## src/pid_speed_controller_unit_assert.svh

```systemverilog
// Assertion macros for the PID speed controller.
`ifndef PID_SPEED_CONTROLLER_UNIT_ASSERT_SVH
`define PID_SPEED_CONTROLLER_UNIT_ASSERT_SVH

// Condition that must hold at every clock edge out of reset.
`define PSC_ASSERT_ALWAYS(label, cond) \
	label: assert property (@(posedge clk) disable iff (!arst_n) (cond)) \
		else $error("psc assertion failed");

// Implication whose consequent is checked in the cycle after the antecedent.
`define PSC_ASSERT_NEXT(label, pre, post) \
	label: assert property (@(posedge clk) disable iff (!arst_n) (pre) |=> (post)) \
		else $error("psc assertion failed");

// Same-cycle implication.
`define PSC_ASSERT_IMPL(label, pre, post) \
	label: assert property (@(posedge clk) disable iff (!arst_n) (pre) |-> (post)) \
		else $error("psc assertion failed");

`endif

```

## src/psc_pkg.sv

```systemverilog
// Shared types and constants for the PID speed controller.
`timescale 1ns / 1ps
`default_nettype none

package psc_pkg;

	localparam int unsigned CFG_IDX_W  = 3;
	localparam int unsigned CFG_DATA_W = 16;
	localparam int unsigned SPEED_W    = 13;
	localparam int unsigned ERR_W      = 14;
	localparam int unsigned INTEG_W    = 32;
	localparam int unsigned CTL_W      = 41;
	localparam int unsigned DUTY_W     = 16;

	localparam logic [CFG_IDX_W-1:0] REG_PROP_GAIN   = 3'd0;
	localparam logic [CFG_IDX_W-1:0] REG_INTEG_GAIN  = 3'd1;
	localparam logic [CFG_IDX_W-1:0] REG_DERIV_GAIN  = 3'd2;
	localparam logic [CFG_IDX_W-1:0] REG_INTEG_LIMIT = 3'd3;
	localparam logic [CFG_IDX_W-1:0] REG_PWM_PERIOD  = 3'd4;

	localparam logic [7:0]  RST_PROP_GAIN   = 8'd15;
	localparam logic [7:0]  RST_INTEG_GAIN  = 8'd5;
	localparam logic [7:0]  RST_DERIV_GAIN  = 8'd5;
	localparam logic [15:0] RST_INTEG_LIMIT = 16'd1000;
	localparam logic [15:0] RST_PWM_PERIOD  = 16'd2400;

	typedef struct packed {
		logic [7:0]  prop_gain;
		logic [7:0]  integ_gain;
		logic [7:0]  deriv_gain;
		logic [15:0] integ_limit;
		logic [15:0] pwm_period;
	} cfg_t;

endpackage

`default_nettype wire

```

## src/pid_speed_controller_unit.sv

```systemverilog
// A sample word is registered in the s1 stage and its result word in the s2 stage.
// Throughput: one sample word per cycle unless the result side stalls; the control law is one registered pass.
// A waiting result word does not block a new sample; a sample stalls only
// when both registers are full and the result word is stalled.
// Reset: gains, limit and period return to defaults; integral and error clear.
`timescale 1ns / 1ps
`default_nettype none

`include "pid_speed_controller_unit_assert.svh"

module pid_speed_controller_unit (
	input  wire logic                               clk,
	input  wire logic                               arst_n,
	input  wire logic                               sample_valid,
	output logic                                    sample_stall,
	input  wire logic signed [psc_pkg::SPEED_W-1:0] target_speed,
	input  wire logic signed [psc_pkg::SPEED_W-1:0] measured_speed,
	output logic                                    result_valid,
	input  wire logic                               result_stall,
	output logic signed [psc_pkg::CTL_W-1:0]        control_raw,
	output logic        [psc_pkg::DUTY_W-1:0]       pwm_duty,
	input  wire logic                               cfg_we,
	input  wire logic [psc_pkg::CFG_IDX_W-1:0]      cfg_index,
	input  wire logic [psc_pkg::CFG_DATA_W-1:0]     cfg_data
);
	import psc_pkg::*;

	cfg_t cfg;

	logic                      valid_s1;
	logic signed [SPEED_W-1:0] target_s1;
	logic signed [SPEED_W-1:0] measured_s1;
	logic                      valid_s2;
	logic signed [CTL_W-1:0]   control_s2;
	logic        [DUTY_W-1:0]  duty_s2;

	logic                      advance;
	logic                      take;
	logic signed [CTL_W-1:0]   control;
	logic        [DUTY_W-1:0]  duty;
	logic                      in_range;

	psc_cfg_regs u_cfg (
		.clk       (clk),
		.arst_n    (arst_n),
		.cfg_we    (cfg_we),
		.cfg_index (cfg_index),
		.cfg_data  (cfg_data),
		.cfg       (cfg)
	);

	psc_law u_law (
		.clk         (clk),
		.arst_n      (arst_n),
		.advance     (advance),
		.target_s1   (target_s1),
		.measured_s1 (measured_s1),
		.cfg         (cfg),
		.control     (control),
		.duty        (duty)
	);

	assign advance      = valid_s1 && (!valid_s2 || !result_stall);
	assign sample_stall = valid_s1 && !advance;
	assign take         = sample_valid && !sample_stall;

	always_ff @(posedge clk or negedge arst_n) begin
		if (!arst_n) begin
			valid_s1 <= 1'b0;
			valid_s2 <= 1'b0;
		end else begin
			if (take) begin
				valid_s1 <= 1'b1;
			end else if (advance) begin
				valid_s1 <= 1'b0;
			end
			if (advance) begin
				valid_s2 <= 1'b1;
			end else if (!result_stall) begin
				valid_s2 <= 1'b0;
			end
		end
	end

	always_ff @(posedge clk) begin
		if (take) begin
			target_s1   <= target_speed;
			measured_s1 <= measured_speed;
		end
		if (advance) begin
			control_s2 <= control;
			duty_s2    <= duty;
		end
	end

	assign result_valid = valid_s2;
	assign control_raw  = control_s2;
	assign pwm_duty     = duty_s2;

	assign in_range = !control_raw[CTL_W-1] && control_raw <= $signed({25'd0, cfg.pwm_period});

	`PSC_ASSERT_IMPL(a_empty_never_stalls, !valid_s1, !sample_stall)
	`PSC_ASSERT_NEXT(a_advance_fills_result, advance, result_valid)
	`PSC_ASSERT_IMPL(a_negative_duty_zero, result_valid && control_raw[CTL_W-1], pwm_duty == '0)
	`PSC_ASSERT_IMPL(a_in_range_duty, result_valid && in_range, pwm_duty == control_raw[DUTY_W-1:0])

endmodule

`default_nettype wire

```

## src/psc_cfg_regs.sv

```systemverilog
// Configuration register file for the PID speed controller.
`timescale 1ns / 1ps
`default_nettype none

module psc_cfg_regs (
	input  wire logic                            clk,
	input  wire logic                            arst_n,
	input  wire logic                            cfg_we,
	input  wire logic [psc_pkg::CFG_IDX_W-1:0]   cfg_index,
	input  wire logic [psc_pkg::CFG_DATA_W-1:0]  cfg_data,
	output psc_pkg::cfg_t                        cfg
);
	import psc_pkg::*;

	cfg_t cfg_q;

	always_ff @(posedge clk or negedge arst_n) begin
		if (!arst_n) begin
			cfg_q.prop_gain   <= RST_PROP_GAIN;
			cfg_q.integ_gain  <= RST_INTEG_GAIN;
			cfg_q.deriv_gain  <= RST_DERIV_GAIN;
			cfg_q.integ_limit <= RST_INTEG_LIMIT;
			cfg_q.pwm_period  <= RST_PWM_PERIOD;
		end else if (cfg_we) begin
			case (cfg_index)
				REG_PROP_GAIN:   cfg_q.prop_gain   <= cfg_data[7:0];
				REG_INTEG_GAIN:  cfg_q.integ_gain  <= cfg_data[7:0];
				REG_DERIV_GAIN:  cfg_q.deriv_gain  <= cfg_data[7:0];
				REG_INTEG_LIMIT: cfg_q.integ_limit <= cfg_data;
				REG_PWM_PERIOD:  cfg_q.pwm_period  <= cfg_data;
				default: ;
			endcase
		end
	end

	assign cfg = cfg_q;

endmodule

`default_nettype wire

```

## src/psc_law.sv

```systemverilog
// PID control law: error, clamped integral, derivative, output and duty.
`timescale 1ns / 1ps
`default_nettype none

module psc_law (
	input  wire logic                               clk,
	input  wire logic                               arst_n,
	input  wire logic                               advance,
	input  wire logic signed [psc_pkg::SPEED_W-1:0] target_s1,
	input  wire logic signed [psc_pkg::SPEED_W-1:0] measured_s1,
	input  wire psc_pkg::cfg_t                      cfg,
	output logic signed [psc_pkg::CTL_W-1:0]        control,
	output logic        [psc_pkg::DUTY_W-1:0]       duty
);
	import psc_pkg::*;

	logic signed [INTEG_W-1:0] integ_q;
	logic signed [ERR_W-1:0]   prev_err_q;

	logic signed [ERR_W-1:0]   err;
	logic signed [INTEG_W:0]   acc_raw;
	logic signed [INTEG_W:0]   lim;
	logic signed [INTEG_W:0]   neg_lim;
	logic signed [INTEG_W-1:0] acc;
	logic signed [ERR_W:0]     der;
	logic signed [22:0]        p_term;
	logic signed [CTL_W-1:0]   i_term;
	logic signed [23:0]        d_term;
	logic signed [CTL_W-1:0]   period_ext;

	assign err     = {target_s1[SPEED_W-1], target_s1} - {measured_s1[SPEED_W-1], measured_s1};
	assign acc_raw = {integ_q[INTEG_W-1], integ_q} + {{(INTEG_W+1-ERR_W){err[ERR_W-1]}}, err};
	assign lim     = $signed({17'd0, cfg.integ_limit});
	assign neg_lim = -lim;

	always_comb begin
		if (cfg.integ_limit != 16'd0) begin
			if (acc_raw > lim) begin
				acc = lim[INTEG_W-1:0];
			end else if (acc_raw < neg_lim) begin
				acc = neg_lim[INTEG_W-1:0];
			end else begin
				acc = acc_raw[INTEG_W-1:0];
			end
		end else begin
			// 32-bit saturation when the clamp is off
			if (acc_raw[INTEG_W] != acc_raw[INTEG_W-1]) begin
				acc = {acc_raw[INTEG_W], {(INTEG_W-1){~acc_raw[INTEG_W]}}};
			end else begin
				acc = acc_raw[INTEG_W-1:0];
			end
		end
	end

	assign der    = {err[ERR_W-1], err} - {prev_err_q[ERR_W-1], prev_err_q};
	assign p_term = $signed({1'b0, cfg.prop_gain}) * err;
	assign i_term = $signed({1'b0, cfg.integ_gain}) * acc;
	assign d_term = $signed({1'b0, cfg.deriv_gain}) * der;

	assign control = {{(CTL_W-23){p_term[22]}}, p_term} + i_term
		+ {{(CTL_W-24){d_term[23]}}, d_term};

	assign period_ext = $signed({25'd0, cfg.pwm_period});

	always_comb begin
		if (control > period_ext) begin
			duty = cfg.pwm_period - 16'd1;
		end else if (control[CTL_W-1]) begin
			duty = '0;
		end else begin
			duty = control[DUTY_W-1:0];
		end
	end

	always_ff @(posedge clk or negedge arst_n) begin
		if (!arst_n) begin
			integ_q    <= '0;
			prev_err_q <= '0;
		end else if (advance) begin
			integ_q    <= acc;
			prev_err_q <= err;
		end
	end

endmodule

`default_nettype wire

```

## config.mk

```make
export PLATFORM = sky130hd
export DESIGN_NAME = pid_speed_controller_unit
export DESIGN_NICKNAME = d
export VERILOG_FILES = /design/src/psc_pkg.sv /design/src/pid_speed_controller_unit.sv /design/src/psc_cfg_regs.sv /design/src/psc_law.sv
export VERILOG_INCLUDE_DIRS = /design/src /design/src/src
export SDC_FILE = /design/constraint.sdc
export NUM_CORES = 2
export LEC_CHECK = 0
export ABC_AREA = 1
export ABC_CLOCK_PERIOD_IN_PS = 18500
export BUFFER_PORTS_ARGS = -buffer_cell sky130_fd_sc_hd__buf_2
export CAP_MARGIN = 30
export CORE_UTILIZATION = 65
export DETAILED_ROUTE_END_ITERATION = 8
export HOLD_SLACK_MARGIN = 0.05
export PLACE_DENSITY = 0.84
export REMOVE_ABC_BUFFERS = 1
export SYNTH_ARGS = -nofsm -noshare
export SYNTH_HDL_FRONTEND = slang
export SYNTH_SLANG_ARGS = --single-unit
```

## constraint.sdc

```tcl
create_clock -name clk -period 18.5 [get_ports clk]
set_input_delay 0 -clock clk [delete_from_list [all_inputs] [get_ports clk]]
set_output_delay 0 -clock clk [all_outputs]
set_load 0.1 [all_outputs]
```

Yosys cells after proc, flatten, opt, wreduce, memory -nomap -nowiden. Cells that the tools add are included.

Flip-flop bits (word level): 187. Logic and storage cells: 59. Input port bits: 50. Output and inout port bits: 59.

Order comparisons: 3. Eq/ne operators: 6. Bitwise operators: 1. Reductions and logical operators: 16. $mul: 3. $add $sub $neg: 7. Mux-type cells: 10.

Operators by type and width (count): 32-bit two-way mux (4); 41-bit adder (2); 41-bit by 17-bit > comparator with 1-bit output (1); 9-bit by 32-bit multiplier with 41-bit output (1); 32-bit by 14-bit adder with 33-bit output (1); 33-bit by 17-bit > comparator with 1-bit output (1); 33-bit < comparator (1); 16-bit negation with 33-bit output (1); 16-bit two-way mux (2); 9-bit by 15-bit multiplier with 24-bit output (1); 9-bit by 14-bit multiplier with 23-bit output (1); 16-bit nonzero test (1); 16-bit by 1-bit subtractor with 16-bit output, second input constant (1); 14-bit by 14-bit subtractor with 15-bit output (1); 13-bit by 13-bit subtractor with 14-bit output (1); 2-bit AND reduction (5); 3-bit by 2-bit == test with 1-bit output, second input constant (2); 1-bit zero test (4); 1-bit two-way mux (4); 3-bit by 1-bit == test with 1-bit output, second input constant (1); 3-bit == test, second input constant (1); 1-bit logical AND (3); 3-bit zero test (1); 2-bit by 1-bit inequality test with 1-bit output, second input constant (1); other kinds (4) (4).

Longest topological paths before layout.
Word-level depth: 11. Depth in mapped cells: 87. Mapped depth without buffers: 85.

Modules after synthesis. A second synthesis with hierarchy kept.

Cell total of the unflattened synthesis: 4328. Area total of the unflattened synthesis: 33203.1 um2.

Modules (own cells, without submodules): psc_law (instances 1, seq. area each 1151.1 um2, cells each 3982, area an instance 28304.6 um2); pid_speed_controller_unit (instances 1, seq. area each 2542.4 um2, cells each 95, area an instance 2587.5 um2); psc_cfg_regs (instances 1, seq. area each 1423.9 um2, cells each 251, area an instance 2311.0 um2).

Worst setup path after synthesis. No wires, ideal clock.

Path kind: flip-flop to flip-flop. Start point: register measured_s1[0]. End point: register duty_s2[10], in the netlist pwm_duty[10], data pin. Slack: 6.361 ns. Stages on the path, launching flop included: 71. Data required time: 18.246 ns. Period minus slack after synthesis: 12.139 ns. Path buffers: 1. Arrival time: 11.885 ns. Library setup time: 0.254 ns. Cells stage by stage: edfxtp_1 > ha_1 > inv_1 > fa_1 > nand3_1 > and2_1 > or2_2 > nand2_1 > a21oi_1 > or2_2 > nand2_1 > inv_1 > ha_1 > nand4_1 > nor2_1 > a311oi_1 > or2_2 > nand2_1 > (+35 left out) > ha_1 > a21oi_1 > inv_1 > a21oi_1 > o21a_1 > nor3_1 > nor2_1 > nand2_1 > a21oi_1 > xor2_1 > inv_1 > nor2_1 > nand2_1 > nor2_4 > nand2_4 > buf_6 > nand3_1 > nand2_1.

Word-level cells in the longest chain between the ends: 11. Elaborated cells between the ends (all ways): 19. Those cells by class: 5 x add/sub; 3 x mul; 3 x order compare; 1 x eq/ne; 6 x mux; 1 x bitwise.

Ends and longest elaborated chain: from (decl) (line pid_speed_controller_unit.sv:32) `logic signed [SPEED_W-1:0] measured_s1;`; from (signal assigned) (line pid_speed_controller_unit.sv:88) `measured_s1 <= measured_speed;`; 13-bit by 13-bit subtractor with 14-bit output * (line psc_law.sv:31) `assign err = {target_s1[SPEED_W-1], target_s1} - {measured_s1[SPEED_W-1], measured_s1};`; net u_law.err[6] (line psc_law.sv:20) `logic signed [ERR_W-1:0] err;`; 32-bit by 14-bit adder with 33-bit output (line psc_law.sv:32) `assign acc_raw = {integ_q[INTEG_W-1], integ_q} + {{(INTEG_W+1-ERR_W){err[ERR_W-1]}}, err};`; 33-bit < comparator (line psc_law.sv:40) `end else if (acc_raw < neg_lim) begin`; 32-bit two-way mux (line psc_law.sv:40); 32-bit two-way mux (line psc_law.sv:38) `if (acc_raw > lim) begin`; 32-bit two-way mux (line psc_law.sv:37) `if (cfg.integ_limit != 16'd0) begin`; 9-bit by 32-bit multiplier with 41-bit output (line psc_law.sv:57) `assign i_term = $signed({1'b0, cfg.integ_gain}) * acc;`; 41-bit adder (line psc_law.sv:60) `assign control = {{(CTL_W-23){p_term[22]}}, p_term} + i_term`; 41-bit adder * (line psc_law.sv:61) `+ {{(CTL_W-24){d_term[23]}}, d_term};`; net control[36] (line pid_speed_controller_unit.sv:39) `logic signed [CTL_W-1:0] control;`; 41-bit by 17-bit > comparator with 1-bit output * (line psc_law.sv:66) `if (control > period_ext) begin`; 16-bit two-way mux * (line psc_law.sv:66); net duty[10] (line pid_speed_controller_unit.sv:40) `logic [DUTY_W-1:0] duty;`; to (signal assigned) (line pid_speed_controller_unit.sv:92) `duty_s2 <= duty;`; to (decl) (line pid_speed_controller_unit.sv:35) `logic [DUTY_W-1:0] duty_s2;`.

Mark *: on every way through the listed nets, which the timed path passes. The rest lies on a longest branch. A chain may end at the register's enable or synchronous reset.

Final worst setup path.
Start point: register target_s1[0]. End point: register duty_s2[3], in the netlist pwm_duty[3], data pin.

Word-level cells in the longest chain between the ends: 11. Elaborated cells between the ends (all ways): 19. Those cells by class: 5 x add/sub; 3 x mul; 3 x order compare; 1 x eq/ne; 6 x mux; 1 x bitwise.

Ends and longest elaborated chain: from (decl) (line pid_speed_controller_unit.sv:31) `logic signed [SPEED_W-1:0] target_s1;`; from (signal assigned) (line pid_speed_controller_unit.sv:87) `target_s1 <= target_speed;`; 13-bit by 13-bit subtractor with 14-bit output * (line psc_law.sv:31); net u_law.err[13] (line psc_law.sv:20); 32-bit by 14-bit adder with 33-bit output (line psc_law.sv:32); 33-bit < comparator (line psc_law.sv:40); 32-bit two-way mux (line psc_law.sv:40); 32-bit two-way mux (line psc_law.sv:38); 32-bit two-way mux (line psc_law.sv:37); 9-bit by 32-bit multiplier with 41-bit output (line psc_law.sv:57); 41-bit adder (line psc_law.sv:60); 41-bit adder * (line psc_law.sv:61); 41-bit by 17-bit > comparator with 1-bit output / 16-bit two-way mux (equally long branches) (line psc_law.sv:66, psc_law.sv:68); 16-bit two-way mux * (line psc_law.sv:66); net duty[3] (line pid_speed_controller_unit.sv:40).

Marked as above.

==> run metrics <==
max_cap viols 0; cts hold-fix bufs 47; initial drt markers 2180; RSZ-0062 raised after global routing false; flop2flop setup slack 3.80 ns; relative slew slack 0.251; first-pass GRT wire length 149000 µm; worst setup path category flip-flop to flip-flop; CTS Buf Count 17; Top FF cell, synth dfrtp_1; Die Wd 226 µm; pin count of the biggest net entering global routing 84; CP endpoint kind flip-flop; reg2reg start target_s1[0]; clock skew 0.0290 ns; commonest cells after routing, fill and taps aside inv_1, nand2_1, fa_1, nor2_1, ha_1; antenna viol nets, final 0; Fin. Hold Viols 0; sequential share of the synthesized area 0.156; status completed; Die H 226 µm; vias in the first global route 28.2k; Synth Warn # 0; Fin Setup TNS 0 ns; post-layout util 0.712; Max Fclk 68.0 MHz; Initial Utilization 0.664; cell mode on critical path nand2_1; Reg clk slew, reported paths 0.11 ns; final worst-path cycle share 0.794; core area 49300 µm²; wire length per cell 18.5 µm; PortBufs 108; ranking of synthesized cells by area fa_1, ha_1, inv_1, nand2_1, edfxtp_1; worst hold path class input pin to asynchronous set/reset pin; slew at the pin with the worst max-slew slack 1.12 ns; FILL cells 3974; crit path from target_s1[0]; area grow syn2layout 7.16%; slowest stage cell, crit path ha_1; Req. time, crit path 18.76 ns; Longest Clk Path Bufs 2; CTS Sinks 187; Post-DP Area 33900 µm²; Post-CTS Resized 0; Vias 28.1k; Synth area leader fa_1; minimum clock period 14.70 ns; clk root buf clkbuf_16; Inserted Diodes 0; synthesized area 32700 µm²; commonest non-fill, non-tap cell in the layout inv_1; global placement routability congestion 0.999; total die area 51200 µm²; DRC errors left 0; drt total wl 92700 µm; Pre-antenna DRT Iters 5; layout cell share with drive strength beyond 1 0.0771; antenna violations before repair 0; Post-synth EDFFs 83; Congestion Overflow GR 0; Critical Path AT 14.96 ns; Syn Area/Cell 7.72 µm²; CP max stage delay 0.88 ns; Yosys reg bits 187; Final HPWL DP 75200 µm; Synth Instances 4237; Post-CTS Repair Setup Buffers 0; Slew Limit Fails 0; fin area 35000 µm²; # nets final 5163; Yosys top cell area share 0.283; Async SR Flop Fraction 0.556; total global-route track usage 0.384; CTS tree done; FP Rows 81; Ports 109; Unique masters post-synth 54; Max FO, Critical Path 31; # setup viols final 0; htree depth 4; Skew-Pair Late Insertion Delay 0.53 ns; Worst Setup Start Kind flip-flop; vias per inst 5.60
critical path: cells and delay by family, from the launching register on:
kind / cells / cell delay, ns
AO/OA/AOI/OAI: 9 / 2.15
XOR/XNOR: 2 / 0.68
adder cells (fa/ha/maj): 9 / 4.57
buffers and inverters: 10 / 1.52
flip-flops: 1 / 0.39
AND/OR/NAND/NOR: 30 / 5.05
routing by layer:
metal  vias to the layer above  global-route usage  share of wire
met1                     13500               0.484           0.39
li1                      13000                   -              -
met3                       301              0.0814          0.086
met2                      1306               0.617           0.46
met4                         0               0.214          0.062
met5                         -                   0              0
worst paths after layout:
path | end | cells after the start
min in group clk | u_cfg.cfg[6] | 4
setup reg to reg | pwm_duty[3] | 60
hold reg to reg | u_law.integ_q[4] | 2
hold / removal | u_law.integ_q[20] | 2
max in group asynchronous | u_law.prev_err_q[2] | 3
setup / recovery | pwm_duty[3] | 60
registers in the layout (all words and copies together) (netlist names), 13 cells and up:
register and count:
target_s1 13, u_law.prev_err_q 14, u_cfg.cfg 56, measured_s1 13
u_law.integ_q 32, pwm_duty 16, control_raw 41
stage by stage:
| stage | setup slack [ns] | hold slack (ns) | cells |
|---|---|---|---|
| after floorplan | 5.66 | -0.296 | 4152 |
| after global placement | 4.96 | 0.0770 | 4938 |
| after detailed placement | 4.32 | 0.0800 | 4940 |
| after CTS | 4.26 | 0.0623 | 5019 |
| after global routing | 2.52 | 0.116 | 5021 |
| final | 3.80 | 0.0399 | 5021 |
cell usage after synthesis, drive strengths merged, types with 4 or more instances:
cell / number
o21bai: 14
a211oi: 6
a21boi: 8
nand4: 45
nor2: 386
clkbuf: 71
xnor2: 37
dfstp: 18
o211ai: 4
nor4: 7
xor2: 88
nand3b: 6
nand2: 954
and2: 5
or2: 16
a21oi: 158
o21a: 7
fa: 462
nor3: 38
ha: 307
dfrtp: 86
a21o: 6
o21ai: 183
buf: 14
inv: 1046
edfxtp: 83
nand3: 165
layout make-up:
type | count | area, µm² | area share
clock inverter | 15 | 205 | 0.00585
tap | 664 | 831 | 0.0237
clock buffer | 17 | 425 | 0.0121
multi-input combinational | 2916 | 23300 | 0.665
sequential | 187 | 5120 | 0.146
timing repair buffer | 173 | 1230 | 0.0351
inverter | 1049 | 3940 | 0.112
cells by family after synthesis:
logic type                 Yosys count  share of synthesized area
buffers and inverters             1134                      0.132
xor gates and xnor gates           125                     0.0335
and+or+nand+nor                   1625                      0.212
AOI/OAI and AO/OA                  397                     0.0657
DFF                                187                      0.156
adders and majority gates          769                      0.400
Power is not shown: default switching activity piles up to over one toggle a cycle in this logic, so the estimate is an artifact.
